$ cat config.mk
export PLATFORM = sky130hd
export DESIGN_NAME = wheel_speed_frame_builder_unit_flat
export DESIGN_NICKNAME = d
export VERILOG_FILES = /design/src/rtl/wsfb_pkg.sv /design/src/rtl/wsfb_channels.sv /design/src/rtl/wsfb_speed_map.sv /design/src/rtl/wsfb_serializer.sv /design/src/rtl/wheel_speed_frame_builder_unit.sv /design/src/flat_wrapper.sv
export SDC_FILE = /design/constraint.sdc
export NUM_CORES = 1
export LEC_CHECK = 0
export BUFFER_PORTS_ARGS = -buffer_cell sky130_fd_sc_hd__buf_2
export CAP_MARGIN = 40
export CORE_MARGIN = 2
export CORE_UTILIZATION = 50
export DETAILED_ROUTE_END_ITERATION = 8
export GPL_TIMING_DRIVEN = 0
export PLACE_DENSITY_LB_ADDON = 0.08
export SYNTH_ARGS = -nofsm -noshare
export SYNTH_HDL_FRONTEND = slang
export SYNTH_SLANG_ARGS = --single-unit
export TNS_END_PERCENT = 1
$ cat constraint.sdc
create_clock -name clock -period 9.55 [get_ports clock]
set_input_delay 1.4325 -clock clock [delete_from_list [all_inputs] [get_ports clock]]
set_output_delay 1.4325 -clock clock [all_outputs]
set_load 0.02 [all_outputs]
$ cat src/rtl/wsfb_pkg.sv
// Shared types and constants for the wheel speed frame builder.
// No dependencies; used by the channel interfaces and every module.
package wsfb_pkg;

   localparam int SpeedWidth   = 10;
   localparam int WordWidth    = 16;
   localparam int ByteWidth    = 8;
   localparam int CsrIdxWidth  = 2;
   localparam int CsrDataWidth = 8;

   // |rpm| * 3200 / 144 == |rpm| * 200 / 9, done as a reciprocal multiply.
   // (200 * ceil(2^20 / 9)) >> 20 is exact for every magnitude up to 512.
   localparam int RecipShift   = 20;
   localparam int RecipWidth   = 25;
   localparam logic [RecipWidth-1:0] RecipMult = 25'd23301800;
   localparam int ProdWidth    = SpeedWidth + RecipWidth;
   localparam int MagWidth     = WordWidth - 1;

   // Register indexes of the CSR write port.
   localparam logic [CsrIdxWidth-1:0] CsrHeaderFirst  = 2'd0;
   localparam logic [CsrIdxWidth-1:0] CsrHeaderSecond = 2'd1;

   // Byte position inside the nine-byte drive frame.
   typedef enum logic [3:0] {
      PosHeader0  = 4'd0,
      PosHeader1  = 4'd1,
      PosLeftHi   = 4'd2,
      PosLeftLo   = 4'd3,
      PosRightHi  = 4'd4,
      PosRightLo  = 4'd5,
      PosModeHi   = 4'd6,
      PosModeLo   = 4'd7,
      PosChecksum = 4'd8
   } byte_pos_type;

   // Frame load request from the command stage to the serializer.
   typedef struct packed {
      logic                 load;
      logic [ByteWidth-1:0] header0;
      logic [ByteWidth-1:0] header1;
      logic [WordWidth-1:0] word_left;
      logic [WordWidth-1:0] word_right;
   } load_type;

   // Serializer status back to the command stage.
   typedef struct packed {
      logic can_load;
   } ser_status_type;

endpackage

$ cat src/rtl/wsfb_channels.sv
// Valid/ready channel interfaces for command and frame byte transactions.
// Depends on wsfb_pkg for field widths.
interface wsfb_req_if;
   logic                                  valid;
   logic                                  ready;
   logic signed [wsfb_pkg::SpeedWidth-1:0] speed_left;
   logic signed [wsfb_pkg::SpeedWidth-1:0] speed_right;

   modport source (output valid, output speed_left, output speed_right, input ready);
   modport sink   (input valid, input speed_left, input speed_right, output ready);
endinterface

interface wsfb_rsp_if;
   logic                           valid;
   logic                           ready;
   logic [wsfb_pkg::ByteWidth-1:0] frame_byte;
   logic                           frame_last;

   modport source (output valid, output frame_byte, output frame_last, input ready);
   modport sink   (input valid, input frame_byte, input frame_last, output ready);
endinterface

$ cat src/rtl/wsfb_speed_map.sv
// Maps one signed whole-rpm speed to the 16-bit sign-magnitude ESC word.
// Depends on wsfb_pkg for widths and the reciprocal constant.
module wsfb_speed_map (
   input  logic signed [wsfb_pkg::SpeedWidth-1:0] speed,
   output logic        [wsfb_pkg::WordWidth-1:0]  word
);

   logic                              neg;
   logic [wsfb_pkg::SpeedWidth-1:0]   mag;
   logic [wsfb_pkg::ProdWidth-1:0]    prod;
   logic [wsfb_pkg::MagWidth-1:0]     scaled;

   // -512 negates to 10'h200, which read unsigned is the right magnitude.
   assign neg    = speed[wsfb_pkg::SpeedWidth-1];
   assign mag    = neg ? (~speed + 1'b1) : speed;
   assign prod   = wsfb_pkg::ProdWidth'(mag) * wsfb_pkg::ProdWidth'(wsfb_pkg::RecipMult);
   assign scaled = prod[wsfb_pkg::RecipShift +: wsfb_pkg::MagWidth];
   assign word   = {neg, scaled};

endmodule

$ cat src/rtl/wsfb_serializer.sv
// Frame register and byte serializer with running checksum.
// Depends on wsfb_pkg and the wsfb_rsp_if channel.
module wsfb_serializer (
   input  logic                     clock,
   input  logic                     reset,
   input  wsfb_pkg::load_type       load_req,
   output wsfb_pkg::ser_status_type status,
   wsfb_rsp_if.source               rsp_ch
);

   logic                           busy_ff, busy_in;
   wsfb_pkg::byte_pos_type         pos_ff, pos_in;
   logic [wsfb_pkg::ByteWidth-1:0] sum_ff, sum_in;
   logic [wsfb_pkg::ByteWidth-1:0] hdr0_ff, hdr0_in;
   logic [wsfb_pkg::ByteWidth-1:0] hdr1_ff, hdr1_in;
   logic [wsfb_pkg::WordWidth-1:0] left_ff, left_in;
   logic [wsfb_pkg::WordWidth-1:0] right_ff, right_in;
   logic [wsfb_pkg::ByteWidth-1:0] cur_byte;
   logic                           fire;
   logic                           at_end;

   assign fire   = busy_ff && rsp_ch.ready;
   assign at_end = (pos_ff == wsfb_pkg::PosChecksum);
   assign status.can_load = !busy_ff || (fire && at_end);

   always_comb begin
      case (pos_ff)
         wsfb_pkg::PosHeader0:  cur_byte = hdr0_ff;
         wsfb_pkg::PosHeader1:  cur_byte = hdr1_ff;
         wsfb_pkg::PosLeftHi:   cur_byte = left_ff[15:8];
         wsfb_pkg::PosLeftLo:   cur_byte = left_ff[7:0];
         wsfb_pkg::PosRightHi:  cur_byte = right_ff[15:8];
         wsfb_pkg::PosRightLo:  cur_byte = right_ff[7:0];
         wsfb_pkg::PosChecksum: cur_byte = sum_ff;
         default:               cur_byte = '0;   // mode bytes are always zero
      endcase
   end

   assign rsp_ch.valid      = busy_ff;
   assign rsp_ch.frame_byte = cur_byte;
   assign rsp_ch.frame_last = at_end;

   always_comb begin
      busy_in  = busy_ff;
      pos_in   = pos_ff;
      sum_in   = sum_ff;
      hdr0_in  = hdr0_ff;
      hdr1_in  = hdr1_ff;
      left_in  = left_ff;
      right_in = right_ff;
      if (fire) begin
         if (at_end) begin
            busy_in = 1'b0;
         end else begin
            pos_in = wsfb_pkg::byte_pos_type'(pos_ff + 4'd1);
            sum_in = sum_ff + cur_byte;
         end
      end
      if (load_req.load) begin
         busy_in  = 1'b1;
         pos_in   = wsfb_pkg::PosHeader0;
         sum_in   = '0;
         hdr0_in  = load_req.header0;
         hdr1_in  = load_req.header1;
         left_in  = load_req.word_left;
         right_in = load_req.word_right;
      end
   end

   always_ff @(posedge clock) begin
      if (reset) begin
         busy_ff <= 1'b0;
         pos_ff  <= wsfb_pkg::PosHeader0;
         sum_ff  <= '0;
      end else begin
         busy_ff <= busy_in;
         pos_ff  <= pos_in;
         sum_ff  <= sum_in;
      end
      hdr0_ff  <= hdr0_in;
      hdr1_ff  <= hdr1_in;
      left_ff  <= left_in;
      right_ff <= right_in;
   end

`ifndef SYNTH
   a_load_only_when_free: assert property (@(posedge clock) disable iff (reset)
      load_req.load |-> (!busy_ff || (fire && at_end)))
      else $error("frame loaded over an unfinished frame");

   a_mid_frame_stays_busy: assert property (@(posedge clock) disable iff (reset)
      (fire && !at_end) |=> busy_ff)
      else $error("serializer dropped out mid frame");

   a_stall_holds_pos: assert property (@(posedge clock) disable iff (reset)
      (busy_ff && !rsp_ch.ready) |=> (busy_ff && $stable(pos_ff) && $stable(sum_ff)))
      else $error("byte position moved while stalled");

   a_end_goes_idle: assert property (@(posedge clock) disable iff (reset)
      (fire && at_end && !load_req.load) |=> !busy_ff)
      else $error("serializer stayed busy after checksum byte");
`endif

endmodule

$ cat src/rtl/wheel_speed_frame_builder_unit.sv
// Wheel speed frame builder, top level: command register, CSRs, speed
// mapping and the byte serializer. Depends on wsfb_pkg, wsfb_channels,
// wsfb_speed_map and wsfb_serializer.
//
// Usage:
//  - req_ch carries one drive command per transaction: two signed 10-bit
//    whole-rpm speeds. rsp_ch returns nine byte transactions per command:
//    header_first, header_second, left hi/lo, right hi/lo, two zero mode
//    bytes and the 8-bit wrapping checksum, which has frame_last set.
//  - csr_wr_en/csr_index/csr_wr_data write the two header bytes (index 0
//    and 1, other indexes ignored). Write only while no frame is pending.
//  - First byte: an accepted command passes through the command register
//    and then the serializer frame register before the first byte of its
//    frame is valid on rsp_ch, when the serializer is free.
//  - Throughput: one byte per cycle while the receiver is ready, set by
//    the single byte-wide output port. One command waits in the input
//    register while the previous frame drains, so frames go back to back.
//  - Receiver stall: the current byte holds on rsp_ch; once the input
//    register is also full, req_ch.ready drops.
//  - Reset clears the headers to zero and empties both stages.
module wheel_speed_frame_builder_unit (
   input  logic                                 clock,
   input  logic                                 reset,
   wsfb_req_if.sink                             req_ch,
   wsfb_rsp_if.source                           rsp_ch,
   input  logic                                 csr_wr_en,
   input  logic [wsfb_pkg::CsrIdxWidth-1:0]     csr_index,
   input  logic [wsfb_pkg::CsrDataWidth-1:0]    csr_wr_data
);

   logic [wsfb_pkg::ByteWidth-1:0]         hdr0_ff, hdr0_in;
   logic [wsfb_pkg::ByteWidth-1:0]         hdr1_ff, hdr1_in;

   // command register
   logic                                   cmd_valid_ff, cmd_valid_in;
   logic signed [wsfb_pkg::SpeedWidth-1:0] left_ff, left_in;
   logic signed [wsfb_pkg::SpeedWidth-1:0] right_ff, right_in;

   logic [wsfb_pkg::WordWidth-1:0]         word_left;
   logic [wsfb_pkg::WordWidth-1:0]         word_right;
   wsfb_pkg::load_type                     load_req;
   wsfb_pkg::ser_status_type               ser_status;
   logic                                   req_take;

   // CSR decode
   always_comb begin
      hdr0_in = hdr0_ff;
      hdr1_in = hdr1_ff;
      if (csr_wr_en) begin
         unique case (csr_index)
            wsfb_pkg::CsrHeaderFirst:  hdr0_in = csr_wr_data;
            wsfb_pkg::CsrHeaderSecond: hdr1_in = csr_wr_data;
            default: ;
         endcase
      end
   end

   // Command moves to the serializer as soon as it can take a new frame.
   assign load_req.load       = cmd_valid_ff && ser_status.can_load;
   assign load_req.header0    = hdr0_ff;
   assign load_req.header1    = hdr1_ff;
   assign load_req.word_left  = word_left;
   assign load_req.word_right = word_right;

   assign req_ch.ready = !cmd_valid_ff || ser_status.can_load;
   assign req_take     = req_ch.valid && req_ch.ready;

   always_comb begin
      cmd_valid_in = cmd_valid_ff;
      left_in      = left_ff;
      right_in     = right_ff;
      if (load_req.load) begin
         cmd_valid_in = 1'b0;
      end
      if (req_take) begin
         cmd_valid_in = 1'b1;
         left_in      = req_ch.speed_left;
         right_in     = req_ch.speed_right;
      end
   end

   always_ff @(posedge clock) begin
      if (reset) begin
         hdr0_ff      <= '0;
         hdr1_ff      <= '0;
         cmd_valid_ff <= 1'b0;
      end else begin
         hdr0_ff      <= hdr0_in;
         hdr1_ff      <= hdr1_in;
         cmd_valid_ff <= cmd_valid_in;
      end
      left_ff  <= left_in;
      right_ff <= right_in;
   end

   wsfb_speed_map u_map_left (
      .speed (left_ff),
      .word  (word_left)
   );

   wsfb_speed_map u_map_right (
      .speed (right_ff),
      .word  (word_right)
   );

   wsfb_serializer u_ser (
      .clock    (clock),
      .reset    (reset),
      .load_req (load_req),
      .status   (ser_status),
      .rsp_ch   (rsp_ch)
   );

endmodule

$ cat src/flat_wrapper.sv
// flat-port wrapper written by rule: the top's interface ports become plain ports
module wheel_speed_frame_builder_unit_flat 
  (clock, reset, csr_wr_en, csr_index, csr_wr_data, req_ch_valid, req_ch_speed_left, req_ch_speed_right, req_ch_ready, rsp_ch_valid, rsp_ch_frame_byte, rsp_ch_frame_last, rsp_ch_ready);
  wsfb_req_if req_ch_i ();
  wsfb_rsp_if rsp_ch_i ();
  input  logic clock;
  input  logic reset;
  input  logic csr_wr_en;
  input  logic [wsfb_pkg::CsrIdxWidth-1:0] csr_index;
  input  logic [wsfb_pkg::CsrDataWidth-1:0] csr_wr_data;
  input wire logic [$bits(req_ch_i.valid)-1:0] req_ch_valid;
  input wire logic [$bits(req_ch_i.speed_left)-1:0] req_ch_speed_left;
  input wire logic [$bits(req_ch_i.speed_right)-1:0] req_ch_speed_right;
  output wire logic [$bits(req_ch_i.ready)-1:0] req_ch_ready;
  output wire logic [$bits(rsp_ch_i.valid)-1:0] rsp_ch_valid;
  output wire logic [$bits(rsp_ch_i.frame_byte)-1:0] rsp_ch_frame_byte;
  output wire logic [$bits(rsp_ch_i.frame_last)-1:0] rsp_ch_frame_last;
  input wire logic [$bits(rsp_ch_i.ready)-1:0] rsp_ch_ready;
  assign req_ch_i.valid = req_ch_valid;
  assign req_ch_i.speed_left = req_ch_speed_left;
  assign req_ch_i.speed_right = req_ch_speed_right;
  assign req_ch_ready = req_ch_i.ready;
  assign rsp_ch_valid = rsp_ch_i.valid;
  assign rsp_ch_frame_byte = rsp_ch_i.frame_byte;
  assign rsp_ch_frame_last = rsp_ch_i.frame_last;
  assign rsp_ch_i.ready = rsp_ch_ready;
  wheel_speed_frame_builder_unit u_core (.clock(clock), .reset(reset), .req_ch(req_ch_i), .rsp_ch(rsp_ch_i), .csr_wr_en(csr_wr_en), .csr_index(csr_index), .csr_wr_data(csr_wr_data));
endmodule
==> results of run 1 <==
[layout make-up]
class	count	share of cell area [%]
buffer	18	0.699
inverter	206	6.65
sequential	98	22.7
clock buffer	9	1.94
timing repair buffer	51	2.48
multi-input combinational	697	61.9
tap	275	2.96
clock inverter	7	0.656
[cells in the mapped netlist (all sizes together), types with 9 or more instances]
cell type and instances:
ha 195, a21oi 59, nor3 10, o21ai 28, a21o 12, inv 206, a22oi 9, nor2 45
dfxtp 30, edfxtp 68, nand2 52, xnor2 35, fa 111, nand3 12, clkbuf 11, mux2i 18
xor2 19
[critical path, cell delays in order, from the launching register on]
cell and delay, ps:
edfxtp_1 680, inv_1 350, ha_1 280, nand2_1 80, or3_1 330, o31ai_1 260, xnor2_1 390, ha_1 430
fa_1 530, inv_1 50, fa_1 540, fa_1 450, fa_1 490, inv_1 50, ha_1 310, a211o_2 350
a2111oi_2 230, o2111ai_1 330, nand3_1 200, a21oi_2 100, a21oi_2 200, o21ai_2 110, a21oi_2 170, xnor2_1 70
[power by group]
part	internal [mW]	switching, mW
clock network	0.187	0.176
registers	0.655	0.0363
logic	1.36	1.75
[path summary, 6_finish.rpt]
path / endpoint / slack, ps / cells after the start
min: u_core.u_ser.hdr1_ff[7] / 430 / 0
max reg2reg: u_core.u_ser.right_ff[11] / 2300 / 23
min reg2reg: u_core.u_ser.hdr1_ff[7] / 430 / 0
max: u_core.u_ser.right_ff[11] / 2300 / 23
[sequential cells by signal (all words and copies together), names as in the netlist, 4 cells and up]
name and cells:
u_core.left_ff 10, u_core.u_ser.right_ff 16, u_core.u_ser.left_ff 16, u_core.hdr0_ff 8
u_core.hdr1_ff 8, u_core.u_ser.hdr0_ff 8, u_core.right_ff 10, u_core.u_ser.hdr1_ff 8
u_core.u_ser.pos_ff 4, u_core.u_ser.sum_ff 8
[logic make-up after synthesis]
family	count (synthesis)
buffers and inverters	224
adders and majority gates	306
DFF	98
and+or+nand+nor	161
AOI/OAI and AO/OA	157
xor gates and xnor gates	54
muxes	19
[metal layers]
layer,up-vias,track usage (%),share of wire (%)
li1,3539,-,-
met1,3355,28.9,49
met2,106,33.0,46
met3,25,3.09,2.8
met4,0,6.13,2.4
met5,-,0,0
==> run metrics, run 1 <==
run status complete, no violations; total leakage power 5.74 nW; post-route ant nets 0; Max FO, Critical Path 11; FF-to-FF Start u_core.right_ff[0]; clock skew 18.3 ps; Peak VDD IR 0.178 mV; clk root buf clkbuf_16; Setup Buffers After CTS 0; Die Width 150 um; via count 7025; core area 0.0210 mm2; ant diodes 0; fillers 1854; Iter 0 DRT Violations 262; pwr/cell area 357 mW/mm2; multiplexer share of the synthesized area 1.79%; Final Max Slew Viols 0; Max-Cap Viols 0; cts hold-fix bufs 0; Total GRT Usage 20.5%; CTS tree yes; Area Growth Syn to Fin 8.91%; final hold slack 428 ps; syn avg cell area 10.5 um2; Cell Area, Placed 0.0113 mm2; post-place setup slack 2260 ps; post-synth top area cell ha_1; most frequent cells in the layout 206 x inv_1, 195 x ha_1, 111 x fa_1; Post-synth EDFFs 68; clock sink total 98; max frequency 138 MHz; register area share after synthesis 24.7%; initial antenna violation count 0; Final nets 1422; period utilisation layout 76.0%; Final Hold Vio Count 0; Synth Area in Adders 43.6%; post-synthesis compound-gate area fraction 9.93%; Die Y 150 um; DRC Markers 0; gpl congestion 0.869; share of the synthesized area in the top cell type 22.8%; Initial Util 50.8%; DP Cell Count 1345; ys flop type edfxtp_1; drt pass-1 iters 5; Worst EP arrival 7350 ps; DP HPWL 18500 um; flip-flop and latch area 0.00264 mm2; Pwr Total 4.16 mW; final core utilization 55.4%; worst path required time 9640 ps; Multi-input gate area 0.00720 mm2; main combinational cell family by area after synthesis adder cells; vias in the first global route 7048; yosys warns 0; crit path capture type flip-flop; io pins 46; largest net degree at the start of global routing 29; total global routing overflow 0; Worst Slack Setup Final 2300 ps; worst-margin pin slew 826 ps; Slew headroom 44.8%; Netlist Area Pre-Place 0.0107 mm2; Routed WL 21500 um; hold path startpoint u_core.hdr1_ff[7]; Post-CTS Resized 0; Post-Synth XOR/XNOR Area 4.67%; Post-Syn Instances 1019; critical path class reg2reg; setup TNS 0 ps; post-route cell area 0.0116 mm2; commonest non-fill, non-tap cell in the layout inv_1; TritonCTS Buffers 9; ys async rst share 0%; crit start category flip-flop; synth unique cells 66; Site Rows 53; share of cells above drive strength 1 9.12%; die area 0.0226 mm2; vias per inst 5.16; simple logic cell fraction of the synthesized area 7.24%; clock transition at the registers of the reported paths 80 ps; H-tree depth 3; Mapped Nets 1360; setup violators final 0; first-pass GRT wire length 35700 um; min Tclk post-route 7250 ps; final std cells w/o fill 1361; WL/cell 15.8 um; Clock Path Buffers 2; hold crit path type reg2reg; RSZ-0062 raised after global routing no; clock latency on the worst-skew pair 350 ps; Seq cells post-synth 98; Port-buffer cells 44; Synth area leaders ha_1 23%, fa_1 21%, edfxtp_1 19%, inv_1 7.2%, dfxtp_1 5.6%; origin of the worst setup path u_core.right_ff[0]
No activity file was read; power rests on OpenSTA's default activity.
==> run 2, diff against run 1 <==
Clock period 9.55 ns to 6.55 ns, I/O delays scaled along.
==> run metrics, run 2 (synthesized netlist as in run 1, its figures left out) <==
DP HPWL 18500 um (unchanged); initial antenna violation count 0 (unchanged); R2R setup slack 220 ps (-2070 ps); via count 7059 (+0.48%); reg2reg end u_core.u_ser.right_ff[11]; CP max stage delay 540 ps (-140 ps); Cells on Worst Hold Path 0 (unchanged); ant diodes 0 (unchanged); largest net degree at the start of global routing 29 (unchanged); switching fraction of total power 47.1% (about the same); vias per inst 5.15 (-0.32%); Max FO, Critical Path 4 (-7); Routed WL 21800 um (+1.4%); run status complete, no violations; cells along the critical path buf_4 > nor3_1 > nand2_1 > or3_1 > or4b_4 > inv_1 > ha_4 > inv_1 > fa_1 > inv_1 > fa_1 > fa_1 > fa_1 > ha_1 > a211o_4 > a2111oi_4 > o2111ai_4 > nand3_2 > a21oi_2 > a21oi_2 > o21ai_2 > a21oi_2 > xnor2_1; Reg2Reg Depth 23 (unchanged); crit-path most repeated cell fa_1; most frequent cells in the layout 203 x inv_1, 191 x ha_1, 111 x fa_1; period utilisation layout 96.6% (+21 points); crit path capture type flip-flop; first-pass GRT wire length 35800 um (+0.39%); Site Rows 53 (unchanged); total global routing overflow 0 (unchanged); hold crit path type reg2reg; pwr/cell area 528 mW/mm2 (+48%); Port-buffer cells 44 (unchanged); clock skew 19.6 ps (+1.27 ps); share of cells above drive strength 1 12.3% (+3.2 points); vias in the first global route 7078 (+0.43%); CTS tree yes; core area 0.0210 mm2 (unchanged); Peak VDD IR 0.308 mV (+73%); commonest non-fill, non-tap cell in the layout inv_1; RSZ-0062 raised after global routing yes; slowest CP cell or4b_4; Comb pwr share 75.6% (+0.9 points); Area Growth Syn to Fin 11.6%; post-route ant nets 0 (unchanged); biggest regs u_core.u_ser.left_ff: 16 flops, u_core.u_ser.right_ff: 16 flops; clock transition at the registers of the reported paths 80 ps (about the same); max frequency 158 MHz (+15%); die area 0.0226 mm2 (unchanged); critical path class reg2reg; drt pass-1 iters 5 (unchanged); final std cells w/o fill 1372 (+0.81%); register share of total power 16.0% (-0.6 points); Internal 3.33 mW (+52%); Max-Cap Viols 0 (unchanged); clk root buf clkbuf_16; setup violators final 0 (unchanged); H-tree depth 3 (unchanged); worst path required time 6640 ps (-3000 ps); total leakage power 5.83 nW (+1.5%); Switch Pwr 2.97 mW (+51%); crit start category flip-flop; Die Y 150 um (unchanged); Pwr Total 6.30 mW (+52%); WL/cell 15.9 um (+0.54%); Initial Util 50.8% (unchanged); Iter 0 DRT Violations 280 (+6.9%); Final Max Slew Viols 0 (unchanged); DP Cell Count 1345 (unchanged); Final Hold Vio Count 0 (unchanged); io pins 46 (unchanged); Worst EP arrival 6420 ps (-930 ps); Hold EP u_core.u_ser.hdr1_ff[7]; Slew headroom 44.6% (-0.18 points); Total GRT Usage 20.6% (+0.055 points); clock sink total 98 (unchanged); cts hold-fix bufs 0 (unchanged); Clock Path Buffers 2 (unchanged); TritonCTS Buffers 9 (unchanged); DRC Markers 0 (unchanged); gpl congestion 0.869 (unchanged); clock power share 8.4% (-0.3 points); FF-to-FF Start u_core.right_ff[0]; Final nets 1433 (+0.77%); Die Width 150 um (unchanged); clock latency on the worst-skew pair 350 ps (about the same); min Tclk post-route 6330 ps (-926 ps); worst-margin pin slew 828 ps (+2.64 ps); hold path startpoint u_core.hdr1_ff[7]
-- run 2: changes by cell type in the layout (fill, tap and decap cells not counted), sizes merged --
cell,previous run,this run
buf,58,69
clkinvlp,0,1
inv,211,210
-- run 2: repair_timing --
action	CTS	global route
gates resized for setup	5	32
buffers inserted	3	8
endpoints found under the setup margin	30	21
endpoints found under the hold margin	0	0
cloned	0	0
pin swaps	0	12
-- run 2: metal layers --
metal | GRT usage [%] | share of wire (%) | vias up
met2 | 33.1 | 46 | 111
met5 | 0 | 0 | -
met3 | 3.00 | 3.5 | 20
met4 | 5.94 | 2.1 | 0
met1 | 29.1 | 48 | 3375
li1 | - | - | 3553
-- run 2: worst max-delay path by stage --
stage,start,to,slack [ps],depth (start not counted)
global placement,u_core.u_ser.pos_ff[0],u_core.u_ser.pos_ff[2],-1230,10
CTS,u_core.right_ff[0],u_core.u_ser.right_ff[11],-60,23
floorplan,u_core.right_ff[0],u_core.u_ser.right_ff[11],100,22
finish,u_core.right_ff[0],u_core.u_ser.right_ff[11],220,23
detailed placement,u_core.right_ff[0],u_core.u_ser.right_ff[11],-740,23
global route,u_core.right_ff[0],u_core.u_ser.right_ff[11],-40,23
-- run 2: stage by stage --
step	worst slack [ps]	TNS [ps]	cell area [um2]	hold WS, ps	util, %
floorplan	99.9	0	10700	408	-
global placement	-1230	-59840	11200	411	53.5
detailed placement	-742	-12680	11300	418	53.9
CTS	-57.6	-86.8	11700	431	55.6
global route	-39.2	-39.2	11900	439	56.7
finish	221	0	11900	431	56.7
-- run 2: critical path: cells and delay by family, from the launching register on --
| kind | cells | cell delay, ps |
|---|---|---|
| buf+inv | 4 | 420 |
| simple gates | 5 | 1240 |
| flops | 1 | 460 |
| fa+ha+maj | 6 | 2350 |
| compound gates | 7 | 1540 |
| xor+xnor | 1 | 70 |
-- run 2: power groups by stage --
stage,Combinational (mW),Clock [mW],Sequential (mW)
floorplan,3.54,0,0.997
global placement,4.48,0,1.03
detailed placement,4.53,0,1.02
CTS,4.61,0.547,1.01
global route,5.48,0.568,1.02
finish,4.77,0.529,1.01
-- run 2: final cells by class --
class / count / area, um2
Tap cell: 275 / 344
Clock inverter: 7 / 76.3
Multi-Input combinational cell: 697 / 7410
Fill cell: 1823 / 9090
Buffer: 18 / 81.3
Sequential cell: 98 / 2640
Timing Repair Buffer: 62 / 372
Clock buffer: 9 / 225
Inverter: 206 / 779
